### src/sv/fcd_pkg.sv
package fcd_pkg;

    // Sample and gain format
    localparam int SAMPLE_W       = 16;
    localparam int GAIN_W         = 16;
    localparam int GAIN_FRAC_BITS = 14;
    localparam int PROD_W         = SAMPLE_W + GAIN_W;
    localparam int ACC_W          = PROD_W + 1;

    // Delay line geometry
    localparam int MAX_DELAY = 4096;
    localparam int ADDR_W    = $clog2(MAX_DELAY);
    localparam int CNT_W     = ADDR_W + 1;
    localparam int LEN_W     = 13;

    // Configuration port
    localparam int CFG_IDX_W  = 2;
    localparam int CFG_DATA_W = 16;

    localparam logic [CFG_IDX_W-1:0] CFG_DELAY_LENGTH  = 2'd0;
    localparam logic [CFG_IDX_W-1:0] CFG_DRY_GAIN      = 2'd1;
    localparam logic [CFG_IDX_W-1:0] CFG_WET_GAIN      = 2'd2;
    localparam logic [CFG_IDX_W-1:0] CFG_FEEDBACK_GAIN = 2'd3;

    localparam logic [LEN_W-1:0]         RST_DELAY_LENGTH  = 13'd3528;
    localparam logic signed [GAIN_W-1:0] RST_DRY_GAIN      = 16'sd9830;
    localparam logic signed [GAIN_W-1:0] RST_WET_GAIN      = 16'sd11469;
    localparam logic signed [GAIN_W-1:0] RST_FEEDBACK_GAIN = 16'sd13107;

    // Delay line slot picked for one sample
    typedef struct packed {
        logic [ADDR_W-1:0] addr;
        logic              full;
    } fcd_slot_t;

    // Drop the gain fraction, truncating toward zero, then clamp to a sample
    function automatic logic signed [SAMPLE_W-1:0] scale_sat(input logic signed [ACC_W-1:0] v);
        logic signed [ACC_W-1:0]           biased;
        logic [ACC_W-GAIN_FRAC_BITS-1:0]   q;
        logic signed [SAMPLE_W-1:0]        res;
        biased = v + (v[ACC_W-1] ? {{(ACC_W-GAIN_FRAC_BITS){1'b0}}, {GAIN_FRAC_BITS{1'b1}}}
                                 : {ACC_W{1'b0}});
        q = biased[ACC_W-1:GAIN_FRAC_BITS];
        if ((q[ACC_W-GAIN_FRAC_BITS-1:SAMPLE_W-1] == '0) ||
            (q[ACC_W-GAIN_FRAC_BITS-1:SAMPLE_W-1] == '1))
        begin
            res = q[SAMPLE_W-1:0];
        end
        else if (q[ACC_W-GAIN_FRAC_BITS-1])
        begin
            res = {1'b1, {(SAMPLE_W-1){1'b0}}};
        end
        else
        begin
            res = {1'b0, {(SAMPLE_W-1){1'b1}}};
        end
        return res;
    endfunction

endpackage

### src/sv/fcd_addr_gen.sv
module fcd_addr_gen (
    input  logic                      clk,
    input  logic                      rst_n,
    input  logic [fcd_pkg::LEN_W-1:0] delay_length,
    input  logic                      accept,
    output fcd_pkg::fcd_slot_t        slot
);
    import fcd_pkg::*;

    logic [ADDR_W-1:0] ptr_reg;
    logic [ADDR_W-1:0] ptr_next;
    logic [CNT_W-1:0]  fill_reg;
    logic [CNT_W-1:0]  fill_next;

    logic [CNT_W-1:0]  len;
    logic [ADDR_W-1:0] ptr_cur;
    logic [CNT_W-1:0]  fill_cur;
    logic [CNT_W-1:0]  ptr_inc;
    logic              full;

    // Clamp the length and bring pointer and fill count inside it
    always_comb
    begin
        if (delay_length == '0)
        begin
            len = CNT_W'(1);
        end
        else if (32'(delay_length) > 32'(MAX_DELAY))
        begin
            len = CNT_W'(MAX_DELAY);
        end
        else
        begin
            len = CNT_W'(delay_length);
        end

        ptr_cur  = ({1'b0, ptr_reg} >= len) ? '0 : ptr_reg;
        fill_cur = (fill_reg > len) ? len : fill_reg;
        full     = (fill_cur == len);

        // Advance the circular pointer and count up while filling
        ptr_inc   = {1'b0, ptr_cur} + CNT_W'(1);
        ptr_next  = (ptr_inc >= len) ? '0 : ptr_inc[ADDR_W-1:0];
        fill_next = full ? fill_cur : fill_cur + CNT_W'(1);
    end

    assign slot.addr = ptr_cur;
    assign slot.full = full;

    always_ff @(posedge clk or negedge rst_n)
    begin
        if (!rst_n)
        begin
            ptr_reg  <= '0;
            fill_reg <= '0;
        end
        else if (accept)
        begin
            ptr_reg  <= ptr_next;
            fill_reg <= fill_next;
        end
    end

endmodule

### config.mk
export PLATFORM = sky130hd
export DESIGN_NAME = fcd_addr_gen
export DESIGN_NICKNAME = d
export VERILOG_FILES = /design/src/sv/fcd_pkg.sv /design/src/sv/fcd_addr_gen.sv
export SDC_FILE = /design/constraint.sdc
export NUM_CORES = 1
export LEC_CHECK = 0
export BUFFER_PORTS_ARGS = -buffer_cell sky130_fd_sc_hd__buf_2
export CAP_MARGIN = 20
export CORE_MARGIN = 4
export CORE_UTILIZATION = 30
export DETAILED_ROUTE_END_ITERATION = 16
export GPL_ROUTABILITY_DRIVEN = 0
export GPL_TIMING_DRIVEN = 0
export HOLD_SLACK_MARGIN = 0.03
export PLACE_DENSITY = 0.5
export SETUP_SLACK_MARGIN = 0.15
export SLEW_MARGIN = 30
export SYNTH_ARGS = -nofsm -noshare
export SYNTH_HDL_FRONTEND = slang
export SYNTH_SLANG_ARGS = --single-unit
export TNS_END_PERCENT = 100
### constraint.sdc
create_clock -name clk -period 4.2 [get_ports clk]
set_clock_uncertainty 0.15 [all_clocks]
set_input_delay 0.42 -clock clk [delete_from_list [all_inputs] [get_ports clk]]
set_output_delay 0.42 -clock clk [all_outputs]
set_load 0.01 [all_outputs]
# Word-level counts from Yosys, hierarchy flattened
# Index checks and enable logic that the tools add are counted.
# classes
order_cmp,4
muxes,6
eq_ne,1
n_reduce_logical,1
n_addsub,2
# ops
op,n
13-bit 2-to-1 mux,4
12-bit 2-to-1 mux,2
"12-bit by 1-bit adder with 13-bit output, second input constant",1
"13-bit by 1-bit adder with 13-bit output, second input constant",1
13-bit equality test,1
12-bit by 13-bit >= comparator with 1-bit output,1
13-bit >= comparator,1
13-bit greater-than comparator,1
"13-bit greater-than comparator, second input constant",1
13-bit zero test,1
# word_totals
out_inout_bits,13
regBits,25
inputBits,16

# Longest topological paths before layout
# Gate-level depths: netlist of the first run.
# logic_depth
ltp_word,8
depth_mapped,23
ltp_nobuf,21

# Worst setup path after synthesis of the first run
# No wires, ideal clock.
# synth_timing
kind,in2reg
startpoint,input delay_length[7] (netlist bit)
endpoint,register ptr_reg[11]
setup_slack_ns,-0.711
setup_ns,0.078
arrival_time_ns,4.683
cell_stages,23
required_ns,3.972
n_path_buf,2
path_cell_list,nor4_1 -> nand3_1 -> a21oi_1 -> ha_1 -> nand2b_1 -> a21oi_1 -> nor2b_1 -> o2111ai_1 -> a31oi_1 -> o31a_1 -> clkbuf_1 -> clkbuf_1 -> nor2_1 -> xnor2_1 -> ha_1 -> nand2_1 -> nor2_1 -> o21ai_0 -> a21oi_1 -> a2111oi_0 -> o221ai_1 -> or4_1 -> o2bb2ai_1
# synth_lines
element,line,text
from (decl),fcd_addr_gen.sv:4,"input logic [fcd_pkg::LEN_W-1:0] delay_length,"
to (signal assigned),fcd_addr_gen.sv:59,ptr_reg <= ptr_next;
to (decl),fcd_addr_gen.sv:10,logic [ADDR_W-1:0] ptr_reg;

# Worst setup path after layout of the first run
# layout_timing
startpoint,input delay_length[4] (netlist bit)
endpoint,register ptr_reg[9]
# layout_via
elab_chain_cells,8
# layout_lines
element,line,text
13-bit greater-than comparator,fcd_addr_gen.sv:28,else if (32'(delay_length) > 32'(MAX_DELAY))
13-bit 2-to-1 mux,fcd_addr_gen.sv:28,
13-bit 2-to-1 mux (*),fcd_addr_gen.sv:24,if (delay_length == '0)
12-bit by 13-bit >= comparator with 1-bit output,fcd_addr_gen.sv:37,"ptr_cur = ({1'b0, ptr_reg} >= len) ? '0 : ptr_reg;"
12-bit 2-to-1 mux,fcd_addr_gen.sv:37,
12-bit by 1-bit adder with 13-bit output,fcd_addr_gen.sv:42,"ptr_inc = {1'b0, ptr_cur} + CNT_W'(1);"
13-bit >= comparator,fcd_addr_gen.sv:43,ptr_next = (ptr_inc >= len) ? '0 : ptr_inc[ADDR_W-1:0];
12-bit 2-to-1 mux (*),fcd_addr_gen.sv:43,
# Mark *: on every way between the ends. The rest lies on a longest branch, timed or not.
# A chain may end at the register's enable or synchronous reset.

==> key figures, run 1 <==
Power and ir drop
  – Comb pwr share: 0.693
  – Total power: 2.11 mW
  – Max VDD drop: 0.152 mV
  – Switch Pwr: 1.04 mW
  – Cell Int Power: 1.06 mW
  – Sw Share: 0.495
  – PwrDens: 554 nW/um^2
  – Leakage: 1.65 nW
  – Clock power frac: 0.082
  – Seq pwr share: 0.225

Timing
  – Period utilisation layout: 1.11
  – Achievable frequency: 0.215 GHz
  – Tmin final: 4660 ps
  – Final Max Tran Viols: 0
  – Worst-margin pin slew: 1070 ps
  – RSZ-0062 raised after global routing: true
  – Final worst setup slack: -461 ps
  – Setup Viol. Count Final: 12
  – Final hold vios: 0
  – Worst hold slack: 442 ps
  – Slew margin rel.: 0.278

Hold path
  – Worst hold path class: in -> reg
  – Hold Crit Start: delay_length[11]

Floorplan
  – Full die area: 11200 um^2
  – Site Rows: 35
  – DIE HEIGHT: 106 um
  – Initial Util: 0.309
  – Num ports: 29
  – Die width: 106 um
  – Placeable Area: 9280 um^2

Cells and area
  – Fraction of layout cells with a size suffix above 1: 0.280
  – Max reg flops: 13
  – Area growth syn-to-layout: 32.4%
  – Ant diodes: 0
  – Design area: 3800 um^2
  – Final core occ: 0.409
  – Nets: 463

CTS
  – H-tree depth: 1
  – CTS root buffer: clkbuf_8
  – Max Buffers Root-to-Sink: 2
  – Clock sinks: 25
  – Skew-Pair Late Insertion Delay: 290 ps
  – Clk slew on worst S/H paths: 120 ps
  – CTS tree: yes
  – Num CTS Buffers: 3

Synth
  – Post-Syn Area: 2870 um^2
  – Synth cell types: 61
  – Number of flops mapped to enable cells by yosys: 0
  – #FFs+latches synth: 25
  – Primary FF master, synth: dfrtp_1
  – Synthesized area per cell: 8.04 um^2
  – Cells after synthesis: 357
  – Seq/Total Area, Yosys: 0.218
  – Synth Warn #: 0
  – Synth async-reset ratio: 1.00
  – Post-Syn Nets: 412

Global routing
  – First-pass GRT wire length: 15400 um
  – Vias in the first global route: 2866
  – Largest net degree at the start of global routing: 26
  – Grt total ovfl: 0
  – Overall routing resource usage: 0.171
  – Number of antenna violations at the first check in global routing: 0

Critical path
  – Worst setup EP type: flip-flop
  – Slowest stage delay, CP: 410 ps
  – CP required: 4270 ps
  – Worst EP arrival: 4730 ps
  – Crit-path slowest cell: or4_4
  – RR Startpoint: ptr_reg[0]$_DFFE_PN0P_
  – Crit Path Max Fanout: 8
  – Kind of cell adding the most delay to the critical path: compound AO/OA/AOI/OAI gates
  – CP Class: in -> reg
  – Setup crit start: delay_length[4]
  – Cell chain of the critical path: buf_8, nor4_4, nand3_2, a21oi_4, ha_4, nand2b_4, a21oi_2, nor2b_1, o2111ai_1, a31oi_1, o31a_1, clkbuf_8, clkbuf_16, nor2_4, ha_4, nor2b_4, o21a_1, o21ai_2, a21oi_2, a2111oi_4, o221ai_2, buf_6, or4_4, o221ai_2
  – Crit path buffers/inverters: 4
  – CP startpoint kind: primary input

Run status
  – Status: complete, but fails checks
  – Failing checks: negative setup slack

Placement
  – Final HPWL DP: 7180 um
  – I/O Buffers: 27
  – Placed inst area: 3270 um^2

Detailed routing
  – TritonRoute pass-1 iters: 4
  – Final wirelength: 9740 um
  – Initial DRC Count: 135
  – Routed WL per cell: 18.2 um
  – DRC viols: 0
  – Vias per inst: 5.60
  – Routed Antenna Nets: 0
  – Via Count: 3003

Run
  – Max Cap Viol: 0
worst reg2reg max path: stages, from the launching register on:
cell,delay (ps)
dfrtp_1,440
inv_1,160
ha_4,220
nand2b_4,130
a21oi_2,120
nor2b_1,60
o2111ai_1,210
a31oi_1,140
o31a_1,340
clkbuf_8,160
clkbuf_16,170
nor2_4,120
ha_4,220
nor2b_4,120
o21a_1,180
o21ai_2,130
a21oi_2,90
a2111oi_4,210
o221ai_2,210
buf_6,170
or4_4,410
o221ai_2,70
what timing repair did:
action / CTS / global route
hold buffers: 1 / 0
cloned: 0 / 0
hold endpoints to repair: 25 / 0
endpoints found under the setup margin: 18 / 16
resized for setup: 29 / 42
pin swaps: 27 / 28
setup buffers: 11 / 7
Yosys cell counts, drive strengths merged (6+ instances only):
master | instances | share of area
nand2 | 35 | 0.046
nor2b | 16 | 0.035
buf | 7 | 0.014
a22o | 6 | 0.018
nand2b | 18 | 0.039
and3 | 11 | 0.024
o21ai | 17 | 0.030
a21oi | 18 | 0.031
inv | 18 | 0.024
clkbuf | 11 | 0.014
nor2 | 26 | 0.034
ha | 39 | 0.17
dfrtp | 25 | 0.22
nor3 | 6 | 0.010
nand3 | 10 | 0.017
nand4 | 10 | 0.022
per-layer routing:
layer | track usage | vias to the layer above | part of all wire
li1 | - | 1447 | -
met1 | 0.237 | 1462 | 0.45
met2 | 0.283 | 81 | 0.48
met3 | 0.0165 | 13 | 0.053
met4 | 0.0472 | 0 | 0.015
met5 | 0 | - | 0
cell usage in the layout (no fill, tap or decap), types with 3 or more instances in the layout:
cell type,count
ha_1,35
nand2_1,31
dfrtp_1,25
buf_2,25
nor2_1,18
nand2b_1,17
buf_4,17
inv_1,16
a21oi_1,15
nor2b_1,15
and3_1,11
nand4_1,10
nand3_1,9
clkbuf_1,7
o21ai_0,7
o21ai_1,7
nor2_4,6
a22o_1,6
clkbuf_8,5
xor2_1,5
a22oi_1,5
o2111ai_1,4
xnor2_1,4
nand2_2,4
nor3_1,4
buf_6,4
ha_4,4
and2_1,3
and4_1,3
a31oi_1,3
buf_8,3
o21ai_2,3
nor4_1,3
o221ai_2,3
a311oi_1,3
o41ai_1,3
o2bb2ai_2,3
per-stage QoR:
step	std cells	setup slack (ps)	setup TNS, ps
6_report	536	-461	-4720
4_1_cts	529	-526	-5440
2_1_floorplan	357	-543	-5720
5_1_grt	536	-612	-6640
3_5_place_dp	513	-1690	-20840
3_3_place_gp	513	-1850	-22300
cell type report:
class                   count  area [um^2]
flip-flops and latches     25          626
fillers                   962         5480
clock buffers               3         41.3
well taps                 129          161
inverters                  18         70.1
repair buffers             46          312
multi-input cells         296         2440
clock inverters             1         5.00
plain buffers              18          140
cells by family (layout without fill, tap and decap cells):
kind of cell,Yosys count,in the layout,synth area share
muxes,3,3,0.0105
and+or+nand+nor,152,152,0.281
adders and majority gates,39,39,0.170
xor gates and xnor gates,10,10,0.0305
DFF,25,25,0.218
buffers and inverters,36,86,0.0523
AOI/OAI and AO/OA,92,92,0.238
final timing paths:
kind,to,slack (ps),cells past startpoint
setup / recovery,ptr_reg[9]$_DFFE_PN0P_,-460,24
hold / removal,fill_reg[11]$_DFFE_PN0P_,440,3
setup reg to reg,ptr_reg[9]$_DFFE_PN0P_,-120,21
hold reg to reg,ptr_reg[2]$_DFFE_PN0P_,460,1
max in group asynchronous,fill_reg[0]$_DFFE_PN0P_,2950,2
min in group asynchronous,ptr_reg[7]$_DFFE_PN0P_,530,2
power groups by stage:
stage          Sequential, mW  Combinational (mW)  Clock (mW)
6_report                0.475                1.46       0.172
5_1_grt                 0.490                1.59       0.184
3_5_place_dp            0.474                1.12           0
2_1_floorplan           0.424               0.849           0
3_3_place_gp            0.472                1.10           0
4_1_cts                 0.470                1.23       0.176
Power figures use the tool's default switching activity.
==> run 2, diff against run 1 <==
CAP_MARGIN = 10   (was 20)
CORE_ASPECT_RATIO = 0.9   (was unset)
==> key figures, run 2 (synthesis gave the netlist of run 1 again) <==
Run status
  – Status: complete, but fails checks (unchanged)
  – Failing checks: negative hold slack, negative setup slack (was negative setup slack)

Cells and area
  – Ant diodes: 0 (unchanged)
  – Max reg flops: 13 (unchanged)
  – Fraction of layout cells with a size suffix above 1: 0.295 (was 0.280)
  – Most frequent cells in the layout: 37 x ha_1, 27 x nand2_1, 25 x dfrtp_1, 24 x buf_2, 20 x buf_4 (was 35 x ha_1, 31 x nand2_1, 25 x dfrtp_1, 25 x buf_2, 18 x nor2_1)
  – Final core occ: 0.412 (was 0.409)
  – Design area: 3790 um^2 (was 3800 um^2)
  – Fillers: 937 (was 962)
  – Area growth syn-to-layout: 32.1% (was 32.4%)
  – Final Non-Filler Cells: 532 (was 536)
  – Nets: 466 (was 463)
  – Commonest non-fill, non-tap cell in the layout: ha_1 (unchanged)

Detailed routing
  – DRC viols: 0 (unchanged)
  – TritonRoute pass-1 iters: 4 (unchanged)
  – Via Count: 2980 (was 3003)
  – Initial DRC Count: 177 (was 135)
  – Routed WL per cell: 18.6 um (was 18.2 um)
  – Routed Antenna Nets: 0 (unchanged)
  – Final wirelength: 9870 um (was 9740 um)
  – Vias per inst: 5.60 (about the same)

Floorplan
  – Initial Util: 0.312 (was 0.309)
  – Placeable Area: 9210 um^2 (was 9280 um^2)
  – Num ports: 29 (unchanged)
  – Die width: 111 um (was 106 um)
  – Site Rows: 33 (was 35)
  – Full die area: 11200 um^2 (about the same)
  – DIE HEIGHT: 101 um (was 106 um)

Power and ir drop
  – Max VDD drop: 0.223 mV (was 0.152 mV)
  – PwrDens: 533 nW/um^2 (was 554 nW/um^2)
  – Leakage: 1.66 nW (was 1.65 nW)
  – Total power: 2.02 mW (was 2.11 mW)

Hold path
  – Worst hold path class: in -> async (was in -> reg)

Critical path
  – Crit Path Max Fanout: 8 (unchanged)
  – Reg2Reg Setup Slack: -130 ps (was -120 ps)
  – Worst EP arrival: 4670 ps (was 4730 ps)
  – CP required: 4260 ps (was 4270 ps)
  – Kind of cell adding the most delay to the critical path: compound AO/OA/AOI/OAI gates (unchanged)
  – CP startpoint kind: primary input (unchanged)
  – Cell chain of the critical path: buf_12, nor4_4, nand3_2, a21oi_4, ha_1, nand2b_4, a21oi_4, nor2b_2, o2111ai_2, a31oi_2, o31a_1, buf_8, clkbuf_16, nor2_4, xnor2_2, ha_1, buf_6, nand2_2, nor2_2, a2111oi_4, o221ai_2, buf_6, or4_4, o221ai_2 (was buf_8, nor4_4, nand3_2, a21oi_4, ha_4, nand2b_4, a21oi_2, nor2b_1, o2111ai_1, a31oi_1, o31a_1, clkbuf_8, clkbuf_16, nor2_4, ha_4, nor2b_4, o21a_1, o21ai_2, a21oi_2, a2111oi_4, o221ai_2, buf_6, or4_4, o221ai_2)
  – Crit-path slowest cell: or4_4 (unchanged)
  – Crit path buffers/inverters: 5 (was 4)
  – Slowest stage delay, CP: 410 ps (about the same)
  – CP Class: in -> reg (unchanged)
  – Worst setup EP type: flip-flop (unchanged)

CTS
  – Clock sinks: 25 (unchanged)
  – CTS root buffer: clkbuf_8 (unchanged)
  – CTS tree: yes (unchanged)
  – Clk slew on worst S/H paths: 110 ps (was 120 ps)
  – H-tree depth: 1 (unchanged)
  – Skew-Pair Late Insertion Delay: 290 ps (about the same)
  – Num CTS Buffers: 3 (unchanged)
  – Max Buffers Root-to-Sink: 2 (unchanged)
  – Hold buffer count at CTS: 0 (was 1)

Global routing
  – Number of antenna violations at the first check in global routing: 0 (unchanged)
  – Overall routing resource usage: 0.177 (was 0.171)
  – Largest net degree at the start of global routing: 26 (unchanged)
  – First-pass GRT wire length: 15900 um (was 15400 um)
  – Grt total ovfl: 0 (unchanged)
  – Vias in the first global route: 2950 (was 2866)

Placement
  – Setup WS pre-CTS: -1680 ps (was -1690 ps)
  – Placed inst area: 3260 um^2 (was 3270 um^2)
  – Inst Count DP: 506 (was 513)
  – Final HPWL DP: 7190 um (was 7180 um)
  – I/O Buffers: 27 (unchanged)

Timing
  – Worst hold slack: -1.59 ps (was 442 ps)
  – Worst-margin pin slew: 662 ps (was 1070 ps)
  – Period utilisation layout: 1.10 (was 1.11)
  – Slew margin rel.: 0.559 (was 0.278)
  – Final Max Tran Viols: 0 (unchanged)
  – Final hold vios: 2 (was 0)
  – Final worst setup slack: -406 ps (was -461 ps)
  – Setup TNS: -4620 ps (was -4720 ps)
  – RSZ-0062 raised after global routing: true (unchanged)
  – Tmin final: 4610 ps (was 4660 ps)
  – Achievable frequency: 0.217 GHz (was 0.215 GHz)
  – Setup Viol. Count Final: 12 (unchanged)

Run
  – Max Cap Viol: 0 (unchanged)
## run 2: cell types whose count changed in the layout (fill, tap and decap cells not counted), sizes merged
cell         delta
buf             +5
clkinv          -1
dlygate4sd3     -1
## run 2: per-layer routing
metal / wire length [um] / global-route usage
met1: 4790 / 0.251
met3: 372 / 0.0282
met4: 92 / 0.0337
met5: 0 / 0
met2: 4620 / 0.288
## run 2: what timing repair did
action / 4_1_cts / 5_1_grt
setup buffers: 17 / 4
gates cloned: 1 / 0
gates resized for setup: 39 / 34
endpoints found under the setup margin: 18 / 15
hold endpoints to repair: 0 / 0
pin swaps: 20 / 18
## run 2: layout make-up
cell class	count	area (um^2)	share of cell area
inverter	18	70.1	0.0185
sequential	25	626	0.165
multi-input combinational	296	2410	0.635
buffer	18	133	0.0350
tap	122	153	0.0403
timing repair buffer	49	359	0.0947
clock buffer	4	45.0	0.0119
## run 2: path summary, 6_finish.rpt
path	startpoint	end	cells past startpoint
hold reg to reg	ptr_reg[2]$_DFFE_PN0P_	ptr_reg[2]$_DFFE_PN0P_	1
setup / recovery	delay_length[4]	ptr_reg[9]$_DFFE_PN0P_	24
min in group clk	delay_length[11]	fill_reg[11]$_DFFE_PN0P_	3
setup reg to reg	ptr_reg[0]$_DFFE_PN0P_	ptr_reg[9]$_DFFE_PN0P_	21
hold / removal	rst_n	ptr_reg[11]$_DFFE_PN0P_	1
max in group asynchronous	rst_n	fill_reg[3]$_DFFE_PN0P_	1
## run 2: power breakdown
group	switching [mW]	internal [mW]
clock network	0.0932	0.0684
logic	0.752	0.623
registers	0.158	0.326
total	1.00	1.02
